==> src/hw/rtl/ospfdr_pkg.sv <==
// ----------------------------------------------------------------------------
// ospfdr_pkg
// Shared types and codes for the OSPF interface DR/BDR election block.
// ----------------------------------------------------------------------------
package ospfdr_pkg;

   // Item kinds
   localparam logic [2:0] KIND_NBR_WRITE   = 3'd0;
   localparam logic [2:0] KIND_IF_UP       = 3'd1;
   localparam logic [2:0] KIND_WAIT_TIMER  = 3'd2;
   localparam logic [2:0] KIND_BACKUP_SEEN = 3'd3;
   localparam logic [2:0] KIND_NBR_CHANGE  = 3'd4;

   // Interface modes
   localparam logic [2:0] MODE_DOWN    = 3'd0;
   localparam logic [2:0] MODE_WAITING = 3'd1;
   localparam logic [2:0] MODE_DR      = 3'd2;
   localparam logic [2:0] MODE_BACKUP  = 3'd3;
   localparam logic [2:0] MODE_DROTHER = 3'd4;

   // Register map
   localparam int         CSR_AW            = 4;
   localparam logic [1:0] REG_OWN_ADDRESS   = 2'd0;
   localparam logic [1:0] REG_OWN_ROUTER_ID = 2'd1;
   localparam logic [1:0] REG_OWN_PRIORITY  = 2'd2;

   typedef struct packed {
      logic [2:0]  kind;
      logic [3:0]  slot;
      logic        present;
      logic [31:0] nbr_address;
      logic [31:0] nbr_router_id;
      logic [7:0]  nbr_priority;
      logic [31:0] nbr_declared_dr;
      logic [31:0] nbr_declared_bdr;
      logic        nbr_two_way;
   } req_type;

   typedef struct packed {
      logic        accepted;
      logic [2:0]  if_mode;
      logic [31:0] dr_address;
      logic [31:0] bdr_address;
      logic        make_router_lsa;
      logic        make_network_lsa;
   } rsp_type;

   typedef struct packed {
      logic [31:0] address;
      logic [31:0] rtr_id;
      logic [7:0]  prio;
      logic [31:0] declared_dr;
      logic [31:0] declared_bdr;
      logic        two_way;
   } nbr_entry_type;

   typedef struct packed {
      logic [31:0] addr;
      logic [31:0] rid;
      logic [7:0]  prio;
      logic [31:0] ddr;
      logic [31:0] dbdr;
   } cand_type;

   typedef struct packed {
      logic clear;
      logic load;
   } elect_ctl_type;

   typedef struct packed {
      logic        bdr_found;
      logic [31:0] bdr_addr;
      logic [31:0] dr_addr;
   } elect_res_type;

endpackage

==> src/hw/rtl/ospf_interface_dr_election.sv <==
// ----------------------------------------------------------------------------
// ospf_interface_dr_election
// OSPF interface DR/BDR election over a neighbor table held in a memory.
// Sequence: an item is decoded in EXEC; a neighbor write or a non-electing event
// then goes to RESP, while an election first runs SELF, SCAN over every slot and
// DONE. RESP holds the word until the output register is free. One item is in
// flight at a time; the table read port, one slot per cycle, sets the scan length.
// Reset: synchronous; empties the table, mode down, DR/BDR 0, priority 1.
// ----------------------------------------------------------------------------
module ospf_interface_dr_election
   import ospfdr_pkg::*;
#(
   parameter int MAX_NEIGHBORS = 16
) (
   input  logic              clock,
   input  logic              reset,
   // item channel
   input  logic              req_valid,
   output logic              req_ready,
   input  req_type           req_data,
   // result channel
   output logic              rsp_valid,
   input  logic              rsp_ready,
   output rsp_type           rsp_data,
   // register port
   input  logic              csr_psel,
   input  logic              csr_penable,
   input  logic              csr_pwrite,
   input  logic [CSR_AW-1:0] csr_paddr,
   input  logic [31:0]       csr_pwdata,
   output logic [31:0]       csr_prdata,
   output logic              csr_pready
);

   // Table address width; one bit minimum for a single-entry table.
   localparam int AW = (MAX_NEIGHBORS > 1) ? $clog2(MAX_NEIGHBORS) : 1;

   // One-hot sequencer: decode, seed with self, scan table, resolve, deliver.
   typedef enum logic [5:0] {
      ST_IDLE = 6'b000001,
      ST_EXEC = 6'b000010,
      ST_SELF = 6'b000100,
      ST_SCAN = 6'b001000,
      ST_DONE = 6'b010000,
      ST_RESP = 6'b100000
   } state_type;

   state_type     state_ff, state_in;
   req_type       req_ff;

   // Interface state
   logic [2:0]    mode_ff, mode_in;
   logic [31:0]   cur_dr_ff, cur_dr_in;
   logic [31:0]   cur_bdr_ff, cur_bdr_in;

   // Result under construction
   logic          acc_ff, acc_in;
   logic          rlsa_ff, rlsa_in;
   logic          nlsa_ff, nlsa_in;

   // Output register
   logic          rsp_valid_ff, rsp_valid_in;
   rsp_type       rsp_data_ff;
   logic          rsp_load;
   logic          out_free;

   // Configuration
   logic [31:0]   own_addr_ff, own_addr_in;
   logic [31:0]   own_rid_ff, own_rid_in;
   logic [7:0]    own_prio_ff, own_prio_in;
   logic          csr_wr;

   // Scan and table access
   logic [AW-1:0] scan_idx_ff, scan_idx_in;
   logic [AW-1:0] scan_next;
   logic          scan_last;
   logic [AW+3:0] slot_wide;
   logic          slot_ok;
   logic          wr_en;
   logic [AW-1:0] rd_addr;
   nbr_entry_type wr_entry;
   nbr_entry_type rd_entry;
   logic          rd_valid;

   // Election unit
   elect_ctl_type ctl;
   cand_type      cand;
   cand_type      self_cand;
   cand_type      slot_cand;
   logic          slot_elig;
   elect_res_type res;

   // ------------------------------------------------------------------------
   // Register port: writes land on the access phase; pready is tied high.
   // ------------------------------------------------------------------------
   assign csr_pready = 1'b1;
   assign csr_wr     = csr_psel && csr_penable && csr_pwrite && csr_pready;

   always_comb begin
      own_addr_in = own_addr_ff;
      own_rid_in  = own_rid_ff;
      own_prio_in = own_prio_ff;
      if (csr_wr) begin
         case (csr_paddr[3:2])
            REG_OWN_ADDRESS:   own_addr_in = csr_pwdata;
            REG_OWN_ROUTER_ID: own_rid_in  = csr_pwdata;
            REG_OWN_PRIORITY:  own_prio_in = csr_pwdata[7:0];
            default: ;
         endcase
      end
   end

   always_comb begin
      case (csr_paddr[3:2])
         REG_OWN_ADDRESS:   csr_prdata = own_addr_ff;
         REG_OWN_ROUTER_ID: csr_prdata = own_rid_ff;
         REG_OWN_PRIORITY:  csr_prdata = {24'd0, own_prio_ff};
         default:           csr_prdata = '0;
      endcase
   end

   // ------------------------------------------------------------------------
   // Neighbor table. Only one item is in flight, so a slot write never
   // overlaps a scan read and no forwarding is needed.
   // ------------------------------------------------------------------------
   assign slot_wide = {{AW{1'b0}}, req_ff.slot};
   assign slot_ok   = (32'(req_ff.slot) < MAX_NEIGHBORS);

   assign wr_entry.address      = req_ff.nbr_address;
   assign wr_entry.rtr_id       = req_ff.nbr_router_id;
   assign wr_entry.prio         = req_ff.nbr_priority;
   assign wr_entry.declared_dr  = req_ff.nbr_declared_dr;
   assign wr_entry.declared_bdr = req_ff.nbr_declared_bdr;
   assign wr_entry.two_way      = req_ff.nbr_two_way;

   ospfdr_nbr_mem #(
      .DEPTH (MAX_NEIGHBORS),
      .AW    (AW)
   ) u_nbr_mem (
      .clock      (clock),
      .reset      (reset),
      .wr_en      (wr_en),
      .wr_present (req_ff.present),
      .wr_addr    (slot_wide[AW-1:0]),
      .wr_entry   (wr_entry),
      .rd_addr    (rd_addr),
      .rd_entry   (rd_entry),
      .rd_valid   (rd_valid)
   );

   // ------------------------------------------------------------------------
   // Candidates: self declares the current DR/BDR; a slot counts only when
   // valid, two-way and with nonzero priority.
   // ------------------------------------------------------------------------
   assign self_cand.addr = own_addr_ff;
   assign self_cand.rid  = own_rid_ff;
   assign self_cand.prio = own_prio_ff;
   assign self_cand.ddr  = cur_dr_ff;
   assign self_cand.dbdr = cur_bdr_ff;

   assign slot_cand.addr = rd_entry.address;
   assign slot_cand.rid  = rd_entry.rtr_id;
   assign slot_cand.prio = rd_entry.prio;
   assign slot_cand.ddr  = rd_entry.declared_dr;
   assign slot_cand.dbdr = rd_entry.declared_bdr;
   assign slot_elig      = rd_valid && rd_entry.two_way && (rd_entry.prio != 8'd0);

   ospfdr_elect u_elect (
      .clock (clock),
      .reset (reset),
      .ctl   (ctl),
      .cand  (cand),
      .res   (res)
   );

   assign scan_next = scan_idx_ff + AW'(1);
   assign scan_last = (scan_idx_ff == AW'(MAX_NEIGHBORS - 1));

   // ------------------------------------------------------------------------
   // Sequencer
   // ------------------------------------------------------------------------
   assign req_ready = (state_ff == ST_IDLE);
   assign out_free  = !rsp_valid_ff || rsp_ready;

   always_comb begin
      state_in    = state_ff;
      mode_in     = mode_ff;
      cur_dr_in   = cur_dr_ff;
      cur_bdr_in  = cur_bdr_ff;
      acc_in      = acc_ff;
      rlsa_in     = rlsa_ff;
      nlsa_in     = nlsa_ff;
      scan_idx_in = scan_idx_ff;
      wr_en       = 1'b0;
      rd_addr     = '0;
      ctl         = '0;
      cand        = self_cand;
      rsp_load    = 1'b0;

      case (state_ff)
         ST_IDLE: begin
            if (req_valid) begin
               state_in = ST_EXEC;
            end
         end

         // Decode the item; writes and mode-only events finish here.
         ST_EXEC: begin
            acc_in   = 1'b0;
            rlsa_in  = 1'b0;
            nlsa_in  = 1'b0;
            state_in = ST_RESP;
            case (req_ff.kind)
               KIND_NBR_WRITE: begin
                  acc_in = slot_ok;
                  wr_en  = slot_ok;
               end
               KIND_IF_UP: begin
                  if (mode_ff == MODE_DOWN) begin
                     mode_in = MODE_WAITING;
                     acc_in  = 1'b1;
                  end
               end
               KIND_WAIT_TIMER, KIND_BACKUP_SEEN: begin
                  if (mode_ff == MODE_WAITING) begin
                     acc_in   = 1'b1;
                     state_in = ST_SELF;
                  end
               end
               KIND_NBR_CHANGE: begin
                  if (mode_ff == MODE_DR || mode_ff == MODE_BACKUP ||
                      mode_ff == MODE_DROTHER) begin
                     acc_in   = 1'b1;
                     state_in = ST_SELF;
                  end
               end
               default: ;
            endcase
         end

         // Seed the trackers with self and issue the read of slot 0.
         ST_SELF: begin
            ctl.clear   = 1'b1;
            ctl.load    = 1'b1;
            cand        = self_cand;
            rd_addr     = '0;
            scan_idx_in = '0;
            state_in    = ST_SCAN;
         end

         // Consume slot scan_idx and prefetch the next one.
         ST_SCAN: begin
            cand     = slot_cand;
            ctl.load = slot_elig;
            if (scan_last) begin
               state_in = ST_DONE;
            end else begin
               rd_addr     = scan_next;
               scan_idx_in = scan_next;
            end
         end

         // Commit the election and pick the new mode.
         ST_DONE: begin
            cur_dr_in  = res.dr_addr;
            cur_bdr_in = res.bdr_addr;
            rlsa_in    = 1'b1;
            nlsa_in    = (res.dr_addr == own_addr_ff) && (cur_dr_ff != own_addr_ff);
            if (own_addr_ff == res.dr_addr) begin
               mode_in = MODE_DR;
            end else if (res.bdr_found && own_addr_ff == res.bdr_addr) begin
               mode_in = MODE_BACKUP;
            end else begin
               mode_in = MODE_DROTHER;
            end
            state_in = ST_RESP;
         end

         // Hold until the output register frees up.
         ST_RESP: begin
            if (out_free) begin
               rsp_load = 1'b1;
               state_in = ST_IDLE;
            end
         end

         default: begin
            state_in = ST_IDLE;
         end
      endcase
   end

   always_comb begin
      rsp_valid_in = rsp_valid_ff;
      if (rsp_load) begin
         rsp_valid_in = 1'b1;
      end else if (rsp_ready) begin
         rsp_valid_in = 1'b0;
      end
   end

   // Control state
   always_ff @(posedge clock) begin
      if (reset) begin
         state_ff     <= ST_IDLE;
         mode_ff      <= MODE_DOWN;
         cur_dr_ff    <= '0;
         cur_bdr_ff   <= '0;
         rsp_valid_ff <= 1'b0;
         own_addr_ff  <= '0;
         own_rid_ff   <= '0;
         own_prio_ff  <= 8'd1;
      end else begin
         state_ff     <= state_in;
         mode_ff      <= mode_in;
         cur_dr_ff    <= cur_dr_in;
         cur_bdr_ff   <= cur_bdr_in;
         rsp_valid_ff <= rsp_valid_in;
         own_addr_ff  <= own_addr_in;
         own_rid_ff   <= own_rid_in;
         own_prio_ff  <= own_prio_in;
      end
   end

   // Payload
   always_ff @(posedge clock) begin
      if (req_valid && req_ready) begin
         req_ff <= req_data;
      end
      acc_ff      <= acc_in;
      rlsa_ff     <= rlsa_in;
      nlsa_ff     <= nlsa_in;
      scan_idx_ff <= scan_idx_in;
      if (rsp_load) begin
         rsp_data_ff.accepted         <= acc_ff;
         rsp_data_ff.if_mode          <= mode_ff;
         rsp_data_ff.dr_address       <= cur_dr_ff;
         rsp_data_ff.bdr_address      <= cur_bdr_ff;
         rsp_data_ff.make_router_lsa  <= rlsa_ff;
         rsp_data_ff.make_network_lsa <= nlsa_ff;
      end
   end

   assign rsp_valid = rsp_valid_ff;
   assign rsp_data  = rsp_data_ff;

endmodule

==> src/hw/rtl/ospfdr_nbr_mem.sv <==
// ----------------------------------------------------------------------------
// ospfdr_nbr_mem
// Neighbor table: one write port, one registered read port, valid flops.
// ----------------------------------------------------------------------------
module ospfdr_nbr_mem
   import ospfdr_pkg::*;
#(
   parameter int DEPTH = 16,
   parameter int AW    = 4
) (
   input  logic          clock,
   input  logic          reset,
   input  logic          wr_en,
   input  logic          wr_present,
   input  logic [AW-1:0] wr_addr,
   input  nbr_entry_type wr_entry,
   input  logic [AW-1:0] rd_addr,
   output nbr_entry_type rd_entry,
   output logic          rd_valid
);

   nbr_entry_type    mem [DEPTH];
   nbr_entry_type    rd_entry_ff;
   logic             rd_valid_ff;
   logic [DEPTH-1:0] valid_ff;

   // Clear only drops the valid bit; data is written on fill.
   always_ff @(posedge clock) begin
      if (wr_en && wr_present) begin
         mem[wr_addr] <= wr_entry;
      end
      rd_entry_ff <= mem[rd_addr];
      rd_valid_ff <= valid_ff[rd_addr];
   end

   always_ff @(posedge clock) begin
      if (reset) begin
         valid_ff <= '0;
      end else if (wr_en) begin
         valid_ff[wr_addr] <= wr_present;
      end
   end

   assign rd_entry = rd_entry_ff;
   assign rd_valid = rd_valid_ff;

endmodule

==> src/hw/rtl/ospfdr_elect.sv <==
// ----------------------------------------------------------------------------
// ospfdr_elect
// Running best trackers for DR, declared BDR and plain BDR candidates.
// ----------------------------------------------------------------------------
module ospfdr_elect
   import ospfdr_pkg::*;
(
   input  logic          clock,
   input  logic          reset,
   input  elect_ctl_type ctl,
   input  cand_type      cand,
   output elect_res_type res
);

   localparam int BEST_DR   = 0;
   localparam int BEST_DECL = 1;
   localparam int BEST_ANY  = 2;
   localparam int NBEST     = 3;

   cand_type   best_ff  [NBEST];
   cand_type   best_in  [NBEST];
   logic [NBEST-1:0] found_ff;
   logic [NBEST-1:0] found_in;
   logic [NBEST-1:0] found_eff;
   logic [NBEST-1:0] beats;
   logic [NBEST-1:0] upd;
   logic             is_dr;
   logic             is_bdr;

   assign is_dr  = (cand.ddr == cand.addr);
   assign is_bdr = (cand.dbdr == cand.addr);

   always_comb begin
      for (int k = 0; k < NBEST; k++) begin
         found_eff[k] = found_ff[k] && !ctl.clear;
         // Strictly greater: the earlier candidate keeps a tie.
         beats[k] = {cand.prio, cand.rid} > {best_ff[k].prio, best_ff[k].rid};
      end
      upd[BEST_DR]   = ctl.load && is_dr && (!found_eff[BEST_DR] || beats[BEST_DR]);
      upd[BEST_ANY]  = ctl.load && !is_dr && (!found_eff[BEST_ANY] || beats[BEST_ANY]);
      upd[BEST_DECL] = ctl.load && !is_dr && is_bdr &&
                       (!found_eff[BEST_DECL] || beats[BEST_DECL]);
      for (int k = 0; k < NBEST; k++) begin
         found_in[k] = found_eff[k] || upd[k];
         best_in[k]  = upd[k] ? cand : best_ff[k];
      end
   end

   always_ff @(posedge clock) begin
      if (reset) begin
         found_ff <= '0;
      end else begin
         found_ff <= found_in;
      end
   end

   always_ff @(posedge clock) begin
      for (int k = 0; k < NBEST; k++) begin
         best_ff[k] <= best_in[k];
      end
   end

   always_comb begin
      res.bdr_found = found_ff[BEST_DECL] || found_ff[BEST_ANY];
      if (found_ff[BEST_DECL]) begin
         res.bdr_addr = best_ff[BEST_DECL].addr;
      end else if (found_ff[BEST_ANY]) begin
         res.bdr_addr = best_ff[BEST_ANY].addr;
      end else begin
         res.bdr_addr = '0;
      end
      res.dr_addr = found_ff[BEST_DR] ? best_ff[BEST_DR].addr : res.bdr_addr;
   end

endmodule

==> config.mk <==
export PLATFORM = sky130hd
export DESIGN_NAME = ospf_interface_dr_election
export DESIGN_NICKNAME = d
export VERILOG_FILES = /design/src/hw/rtl/ospfdr_pkg.sv /design/src/hw/rtl/ospf_interface_dr_election.sv /design/src/hw/rtl/ospfdr_nbr_mem.sv /design/src/hw/rtl/ospfdr_elect.sv
export SDC_FILE = /design/constraint.sdc
export NUM_CORES = 2
export LEC_CHECK = 0
export BUFFER_PORTS_ARGS = -buffer_cell sky130_fd_sc_hd__buf_2
export CORE_ASPECT_RATIO = 1.75
export CORE_MARGIN = 2
export CORE_UTILIZATION = 48
export CTS_BUF_LIST = sky130_fd_sc_hd__clkbuf_4 sky130_fd_sc_hd__clkbuf_8
export DETAILED_ROUTE_END_ITERATION = 16
export PLACE_DENSITY = 0.65
export SLEW_MARGIN = 10
export SYNTH_ARGS = -nofsm -noshare
export SYNTH_HDL_FRONTEND = slang
export SYNTH_HIERARCHICAL = 1
export SYNTH_SLANG_ARGS = --single-unit
==> constraint.sdc <==
create_clock -name clock -period 23.2 [get_ports clock]
set_clock_uncertainty 0.05 [all_clocks]
set_input_delay 0 -clock clock [delete_from_list [all_inputs] [get_ports clock]]
set_output_delay 0 -clock clock [all_outputs]
set_load 0.01 [all_outputs]
==> impl_metrics.env <==
export IMPL_status="finished clean"
export IMPL_synth_simple_area_share_pct=2.74
export IMPL_yosys_mux_area_fraction_pct=13.2
export IMPL_totalWireLength_um=290000
export IMPL_synth_compound_area_share_pct=3.77
export IMPL_gr_usage_all_layers_pct=24.2
export IMPL_p_sw_mw=2.06
export IMPL_drive_above_1_share_pct=25.7
export IMPL_grt_pass1_wl_um=415000
export IMPL_ys_ff_latch=2933
export IMPL_chipWidth_um=370
export IMPL_final_hold_violation_count=0
export IMPL_remaining_drc_errors=0
export IMPL_power_frac_seq_pct=57.6
export IMPL_highest_layer="met5"
export IMPL_setup_worst_path_class="flop to flop"
export IMPL_gp_congestion=0.933
export IMPL_cts_sinks=2933
export IMPL_setup_tns_ns=0
export IMPL_synthArstFlopShare_pct=0
export IMPL_synth_edff_count=2630
export IMPL_instances_no_fill=10100
export IMPL_swShare_pct=20.2
export IMPL_cp_arrival_ns=6.75
export IMPL_dr_pass1_iters=6
export IMPL_clock_root_buffer="clkbuf_8"
export IMPL_path_clk_slew_ns=0.06
export IMPL_cts_resized=0
export IMPL_post_cts_setup_buffers=0
export IMPL_dpl_hpwl_um=168000
export IMPL_routedWlPerCell_um=28.6
export IMPL_fillCellCount=17800
export IMPL_grt_pass1_vias=59800
export IMPL_period_share_pct=26.8
export IMPL_rows=235
export IMPL_synth_top_family_by_area="multiplexers"
export IMPL_ys_seq_area_share_pct=75.7
export IMPL_grt_start_max_net_pins=131
export IMPL_die_h_um=644
export IMPL_synth_ff_type="edfxtp_1"
export IMPL_yosys_warnings=6
export IMPL_dieArea_um2=238000
export IMPL_portBuffers=289
export IMPL_wl_met3_um=18400
export IMPL_ios=293
export IMPL_avgSynthCellArea_um2=19.3
export IMPL_synth_top_cell_by_area="edfxtp_1"
export IMPL_ctsHtreeMaxLevel=5
export IMPL_antenna_found_initial=20
export IMPL_mappedNetlistArea_um2=112000
export IMPL_start_kind="flop"
export IMPL_antenna_left=0
export IMPL_dp_cells=9008
export IMPL_overflow=0
export IMPL_wl_met2_um=143000
export IMPL_final_util_pct=55.5
export IMPL_synthAdderAreaFrac_pct=1.35
export IMPL_yosysTopAreaCellShare_pct=70.3
export IMPL_wl_met1_um=115000
export IMPL_start_util_pct=48.1
export IMPL_power_total_mw=10.2
export IMPL_core_um2=233000
export IMPL_drv_slew=0
export IMPL_cap_violations=0
export IMPL_rsz0062_at_grt="no"
export IMPL_powerDensity_nw_per_um2=78.7
export IMPL_drtIter0Drc=5867
export IMPL_clkLatencyLatePin_ns=1.01
export IMPL_synth_xor_area_share_pct=1.26
export IMPL_fmax_mhz=161
export IMPL_p_clk_share_pct=41.0
export IMPL_min_delay_path_class="input pin to flop"
export IMPL_yosys_top_cells_area="edfxtp_1 70%, mux4_2 10%, dfxtp_1 5.4%, a22oi_1 1.6%, nand2_1 1.5%"
export IMPL_num_vias=58800
export IMPL_postSynthCellCount=5835
export IMPL_cts_buffer_depth=4
export IMPL_leakagePower_nw=43.3
export IMPL_yosysUniqueCellTypes=70
export IMPL_critPathMaxFanout=65
export IMPL_setup_viol=0
export IMPL_layout_min_cycle_time_ns=6.23
export IMPL_syn_num_nets=6144
export IMPL_worst_slew_pin_slew_ns=1.31
export IMPL_crit_path_end_kind="flop"
export IMPL_slew_headroom_pct=12.7
export IMPL_nNetsFinal=7021
export IMPL_cell_internal_pwr_mw=8.14
export IMPL_routed_via_density=5.80
export IMPL_area_growth_pct=15.4
export IMPL_cts_tree="yes"
export IMPL_worstPathRequired_ns=23.73
export IMPL_ir_drop_mv=0.0471
export IMPL_power_frac_comb_pct=1.4
export IMPL_numCtsBuffers=407
per-layer routing:
layer,vias to the layer above,global-route usage [%]
met3,541,3.53
met5,-,0
met4,6,10.3
li1,25100,-
met1,30700,32.0
met2,2382,40.1
sequential cells by signal, indices dropped and copies added, names as in the netlist, 4 cells and up:
name and count:
own_prio_ff 8, cur_bdr_ff 32, own_addr_ff 32, scan_idx_ff 4, u_nbr_mem/rd_entry 137, own_rid_ff 32
rsp_data 70, state_ff 6, u_elect/best_ff 216, u_nbr_mem/mem 2192, req_ff 145, u_nbr_mem/valid_ff 16
cur_dr_ff 32
cells in the mapped netlist, drive strengths merged (46+ instances only):
cell type	count
xor2	64
nor2	72
clkbuf	134
mux2i	150
nand4	47
a22oi	236
nand2	456
inv	144
xnor2	98
a21oi	231
mux2	168
o21ai	46
mux4	502
ha	121
dfxtp	303
buf	175
edfxtp	2630
stage by stage:
stage | hold slack, ns | cell area, µm² | setup slack [ns]
2_1_floorplan | 0.0191 | 112000 | 14.47
3_3_place_gp | 0.126 | 117000 | 17.16
3_5_place_dp | 0.128 | 117000 | 17.04
4_1_cts | 0.0840 | 130000 | 16.97
5_1_grt | 0.132 | 130000 | 16.78
6_report | 0.183 | 130000 | 16.97
power by group through the flow:
stage	clock [mW]	combinational (mW)	sequential [mW]
floorplan	0	0.0385	5.96
global placement	0	0.0930	5.98
detailed placement	0	0.0935	5.99
CTS	4.27	0.141	5.88
global route	4.47	0.149	5.89
finish	4.18	0.141	5.88
area by class of cell:
class / instances / area, µm² / area share, %
flip-flops and latches: 2933 / 85000 / 65.6
multi-input cells: 2448 / 25300 / 19.5
clock buffers: 586 / 7350 / 5.67
repair buffers: 778 / 6160 / 4.75
well taps: 3081 / 3850 / 2.97
clock inverters: 157 / 1310 / 1.01
inverters: 144 / 662 / 0.510
diodes: 5 / 12.5 / 0.00965
critical path: stages, from the launching register on:
cell	delay [ns]
dfxtp_1	0.41
nor4_2	0.09
nand3b_1	0.10
buf_4	0.67
buf_4	0.69
mux2_2	0.48
ha_1	0.35
nand4_1	0.22
nor3_2	0.28
and3_1	0.29
and4bb_1	0.28
a221oi_1	0.10
a21o_1	0.26
a31oi_4	0.44
buf_4	0.87
what timing repair did:
item	in CTS	in global routing
endpoints found under the setup margin	0	0
hold buffers	376	0
hold endpoints to repair	355	0
placed cells by master (no fill, tap or decap), types with 6 or more instances in the layout:
master	Yosys	final
a211oi_1	21	21
clkinvlp_4	0	11
o22ai_1	19	19
inv_8	0	20
a22o_1	30	30
xnor2_1	98	98
xor2_1	64	64
dlygate4sd3_1	0	376
mux2_4	41	41
clkbuf_8	0	472
clkinv_1	0	59
a22oi_1	236	236
ha_1	121	121
buf_2	84	288
nor2b_1	23	17
a21o_1	10	10
mux2i_1	150	150
clkbuf_4	1	114
a21oi_1	230	230
inv_1	143	126
nand4_1	47	47
mux2_2	127	127
mux4_2	502	502
o211ai_1	27	27
edfxtp_1	2630	2630
bufinv_16	0	21
nand3_1	19	19
o21ai_0	46	46
clkinv_2	0	59
nand2_1	456	456
buf_12	0	8
buf_4	54	106
nor2_1	71	64
dfxtp_1	303	303
nor4_1	26	25
nor2_4	0	6
kinds of logic (layout without fill, tap and decap cells):
family / count (synthesis) / after routing
flip-flops: 2933 / 2933
multiplexers: 820 / 820
AND/OR/NAND/NOR: 694 / 694
AO/OA/AOI/OAI: 650 / 650
buffers and inverters: 454 / 1665
XOR/XNOR: 162 / 162
adder cells (fa/ha/maj): 121 / 121
other: 1 / 6
final timing paths:
check          startpoint                      to  slack, ns  cells past startpoint
max           state_ff[4]  u_elect/best_ff[0][90]      16.97                     14
min reg2reg        acc_ff            rsp_data[69]       0.34                      0
max reg2reg   state_ff[4]  u_elect/best_ff[0][90]      16.97                     14
min          req_data[45]              req_ff[45]       0.18                      3
Note: power is estimated with default switching activity, not from simulation.
